File: src/hw/rtl/qt_ram.sv
`timescale 1ns / 1ps
module qt_ram #(
  parameter int W = 8,
  parameter int D = 16
) (
  input  logic                 clk,
  input  logic                 we,
  input  logic [$clog2(D)-1:0] waddr,
  input  logic [W-1:0]         wdata,
  input  logic [$clog2(D)-1:0] raddr,
  output logic [W-1:0]         rdata
);
  logic [W-1:0] mem [D];

  always_ff @(posedge clk) begin
    if (we) begin
      mem[waddr] <= wdata;
    end
    rdata <= mem[raddr];
  end
endmodule

File: config.mk
export PLATFORM = sky130hd
export DESIGN_NAME = qt_ram
export DESIGN_NICKNAME = d
export VERILOG_FILES = /design/src/hw/rtl/qt_ram.sv
export SDC_FILE = /design/constraint.sdc
export NUM_CORES = 1
export LEC_CHECK = 0
export BUFFER_PORTS_ARGS = -buffer_cell sky130_fd_sc_hd__buf_4
export CAP_MARGIN = 20
export CORE_ASPECT_RATIO = 0.9
export CORE_MARGIN = 5
export CORE_UTILIZATION = 54
export CTS_CLUSTER_SIZE = 30
export DETAILED_ROUTE_END_ITERATION = 10
export GPL_ROUTABILITY_DRIVEN = 0
export HOLD_SLACK_MARGIN = 0.02
export PLACE_DENSITY_LB_ADDON = 0.08
export SLEW_MARGIN = 40
export SYNTH_ARGS = -nofsm -noshare
export SYNTH_HDL_FRONTEND = slang
export SYNTH_SLANG_ARGS = --single-unit
File: constraint.sdc
create_clock -name clk -period 1.85 [get_ports clk]
set_input_delay 0.37 -clock clk [delete_from_list [all_inputs] [get_ports clk]]
set_output_delay 0.37 -clock clk [all_outputs]
set_load 0.05 [all_outputs]
== Word-level counts from Yosys, hierarchy flattened ==
Memories as Yosys holds them, arrays and structs flattened. A register that Yosys moved wholly into a read port is not among the register bits.
Index checks and enable logic that the tools add are counted.

* Logic and storage cells: 3
* Register bits after elaboration: 0
* Bits in writable memories: 128
* Output and inout bits: 8
* Memories: 1
* Input port bits: 18

{| class="wikitable"
|+ Memories
! name !! depth !! bits a word !! read ports !! clocked after Yosys merged registers in !! wr ports !! line !! source
|-
| mem || 16 || 8 || 1 || 1 || 1 || 13 || <nowiki>logic [W-1:0] mem [D];</nowiki>
|}

* Multiplexer cells: 2

{| class="wikitable"
|+ Operator list
! operator !! count
|-
| 2-to-1 mux 1 bit || 2
|}

== Longest topological paths before layout ==
* Depth in word-level cells: 2
* Depth in mapped cells: 5
* Mapped depth without buffers: 3

== Least setup slack after synthesis ==
Ideal clock, no wire load.

* Path kind: input to register
* Start point: input waddr[2]
* End point: memory mem[0][0] (enable)
* Stages on the path: 2
* Arrival time: 1480 ps
* Path buffers: 0
* Data required time: 1467 ps
* Library setup time: 383 ps
* Setup slack: -13 ps
* Cells stage by stage: or3b_2 > nor3_1

{| class="wikitable"
|+ RTL lines
! what !! line !! source
|-
| from (decl) || 8 || <nowiki>input logic [$clog2(D)-1:0] waddr,</nowiki>
|-
| to (decl) || 13 ||
|}

No word-level cell before the write port.

== Final worst setup path ==
* Start point: register rdata[7] (read register of mem)
* End point: output rdata[7]

{| class="wikitable"
|+ RTL lines
! what !! line !! source
|-
| from (decl) || 11 || <nowiki>output logic [W-1:0] rdata</nowiki>
|}

No word-level cell between the ends.

==> results.tsv <==
stage	metric	value	unit
logic_synthesis	Post-Synth XOR/XNOR Area	0	%
pwr	P_leak	2.13	nW
floorplan	Starting Density	55.9	%
logic_synthesis	Post-synth ARST share	0	%
sta	unrepaired setup endpoints after global routing	false	
min_path	WHS Path Cells	1	
grt	pin count of the biggest net entering global routing	21	
clock_tree	root buffer cell	clkbuf_8	
route	post-DR wirelength/cell	22.5	um
worst_setup_path	buffers plus inverters on the worst setup path	1	
clock_tree	cts bufs inserted	17	
logic_synthesis	Synth Area in Simple Gates	3.18	%
floorplan	die area	0.0116	mm2
clock_tree	post-CTS setup buffers	0	
floorplan	IO Count	26	
sta	Max Transition Viols Final	0	
outcome	status	finished clean	
place	dpl hpwl	6.39	mm
logic_synthesis	EDFF count, synth	128	
worst_setup_path	CP startpoint kind	register	
clock_tree	# clock sinks	136	
finish	Antenna Cells	0	
pwr	Pwr Density	1130	mW/mm2
logic_synthesis	Synth Net Count	247	
logic_synthesis	dominant synthesized flop cell	edfxtp_1	
logic_synthesis	Avg Cell Area, Syn	22.5	um2
logic_synthesis	cell count after synthesis	229	
worst_setup_path	Worst Setup Path Type	reg2out	
logic_synthesis	Compound-Gate Fraction of Synth Area	2.33	%
logic_synthesis	mux share of post-synthesis cell area	15.0	%
sta	final worst slack	403	ps
worst_setup_path	Top delay family on crit path	flip-flops	
floorplan	DIE WIDTH	113	um
logic_synthesis	post-synthesis adder-cell area fraction	0	%
worst_setup_path	CP Cell Sequence	buf_4	
sta	Final Hold Fails	0	
worst_setup_path	worst-path fanout max	1	
route	drt total wl	9.60	mm
route	antenna violation net count after detailed routing	0	
worst_setup_path	Slowest cell on crit path	dfxtp_1	
finish	final-layout fill cell count	616	
route	detailed-route vias per instance	5.76	
clock_tree	Max clock buf depth	2	
worst_setup_path	Worst path depth	1	
logic_synthesis	post-synthesis sequential area ratio	77.8	%
sta	worst-margin pin slew	426	ps
clock_tree	Hold Buf Count CTS	0	
grt	vias in the first global route	2567	
pwr	worst vdd ir	0.000901	V
logic_synthesis	Yosys warning total	0	
logic_synthesis	distinct cell type count after synthesis	19	
route	Iteration-0 DRC Markers	171	
logic_synthesis	#FFs+latches synth	136	
worst_setup_path	critical path data required time	1480	ps
clock_tree	clk slew on worst S/H paths	60	ps
route	vias post-DR	2452	
logic_synthesis	Post-Syn Area	0.00515	mm2
run	Max-Cap Viols	0	
clock_tree	Resize count post-CTS	0	
finish	Area Growth Syn to Fin	20.3	%
clock_tree	H-tree depth	4	
sta	Fin Hold WS	166	ps
worst_setup_path	critical path's largest stage delay	360	ps
grt	Overflow after GRT	0	
place	pre-CTS WS	31.5	ps
route	DRC	0	
sta	worst relative slew slack	71.6	%
sta	fmax	691	MHz
route	drt pass-1 iters	4	
sta	setup TNS	0	ps
place	I/O Buffers	25	
floorplan	chip height	103	um
grt	first-pass GRT wire length	15.0	mm
sta	Period Utilization, post-route	78.2	%
finish	Post-Route Utilization	67.3	%
min_path	worst min path class	in2reg	
floorplan	row cnt	33	
grt	initial antenna violation count	0	
sta	# setup viols final	0	
finish	Final nets	309	
sta	final worst path period need	1450	ps
worst_setup_path	worst r2r path cells	3	
grt	GRT Resource Usage Total	18.3	%
worst_setup_path	critical path data arrival time	1080	ps
clock_tree	Skew-Pair Late Insertion Delay	510	ps
worst_setup_path	critical path endpoint category	output port	
floorplan	core area	0.00921	mm2
logic_synthesis	largest family of logic cells by synthesized area	multiplexers	
finish	layout cells sized above 1	33.6	%
sta	Worst Skew	7.59	ps
clock_tree	CTS tree	done	
worst register-to-register path, stage by stage, from the launching register on:
cell and delay (ps):
edfxtp_1 360, mux4_1 520, a22oi_1 310, nand2_1 80
final cells by class:
cell class              instances  area [um2]  share of cell area (%)
flip-flops and latches        136        4000                    64.6
repair buffers                 53         423                    6.83
multi-input cells              83        1060                    17.1
well taps                     122         153                    2.46
clock inverters                13         131                    2.12
clock buffers                  19         422                    6.81
routing by layer:
metal / wire length (um) / vias to the layer above / GRT usage, % / share of wire (%)
met5: 0 / - / 0 / 0
met4: 91 / 0 / 6.56 / 0.95
met3: 464 / 8 / 4.87 / 4.8
met2: 4620 / 75 / 27.8 / 48
met1: 4430 / 1276 / 26.1 / 46
li1: - / 1093 / - / -
cell usage in the layout (no fill, tap or decap), drive strengths merged:
cell type  count
a22oi         16
and2           1
and2b          1
buf           53
bufinv         2
clkbuf        19
clkinv         7
clkinvlp       4
dfxtp          8
edfxtp       128
mux4          32
nand2          9
nand2b         2
nand3          1
nand3b         2
nor2          13
nor2b          1
nor3           4
or3b           1
path summary, 6_finish.rpt:
path,start,end,slack (ps)
max,rdata[7],rdata[7],400
min,wdata[3],mem[4][3],170
max reg2reg,mem[9][1],rdata[1],470
min reg2reg,mem[14][0],rdata[0],680
per-stage QoR:
step | area, um2 | power (mW) | instances
after CTS | 6190 | 7.03 | 426
after floorplan | 5150 | 3.77 | 229
after global routing | 6190 | 7.20 | 426
after detailed placement | 5640 | 3.95 | 394
final | 6190 | 6.98 | 426
after global placement | 5640 | 3.95 | 394
flip-flops by register name, indices dropped and copies added, names as in the netlist:
name   cells
mem      128
rdata      8
cells in the mapped netlist, types with 2 or more instances:
| master | instances | area, um2 |
|---|---|---|
| nor2_1 | 13 | 48.8 |
| nand2_1 | 9 | 33.8 |
| dfxtp_1 | 8 | 160 |
| nand3b_1 | 2 | 15.0 |
| edfxtp_1 | 128 | 3840 |
| mux4_1 | 14 | 368 |
| buf_6 | 3 | 33.8 |
| buf_2 | 3 | 15.0 |
| a22oi_1 | 16 | 120 |
| clkdlybuf4s25_2 | 3 | 30.0 |
| mux4_2 | 18 | 405 |
| nand2b_1 | 2 | 12.5 |
| nor3_1 | 4 | 20.0 |
kinds of logic (layout without fill, tap and decap cells):
group                  count (synthesis)  count (layout)
buffers and inverters                 10              85
DFF                                  136             136
muxes                                 32              32
AOI/OAI and AO/OA                     16              16
and+or+nand+nor                       35              35
power breakdown:
group          internal, mW  switching [mW]  total (mW)
clock                  1.90            1.19        3.09
sequential             3.45          0.0201        3.47
combinational         0.171           0.250       0.421
No activity file was read; power rests on OpenSTA's default activity.
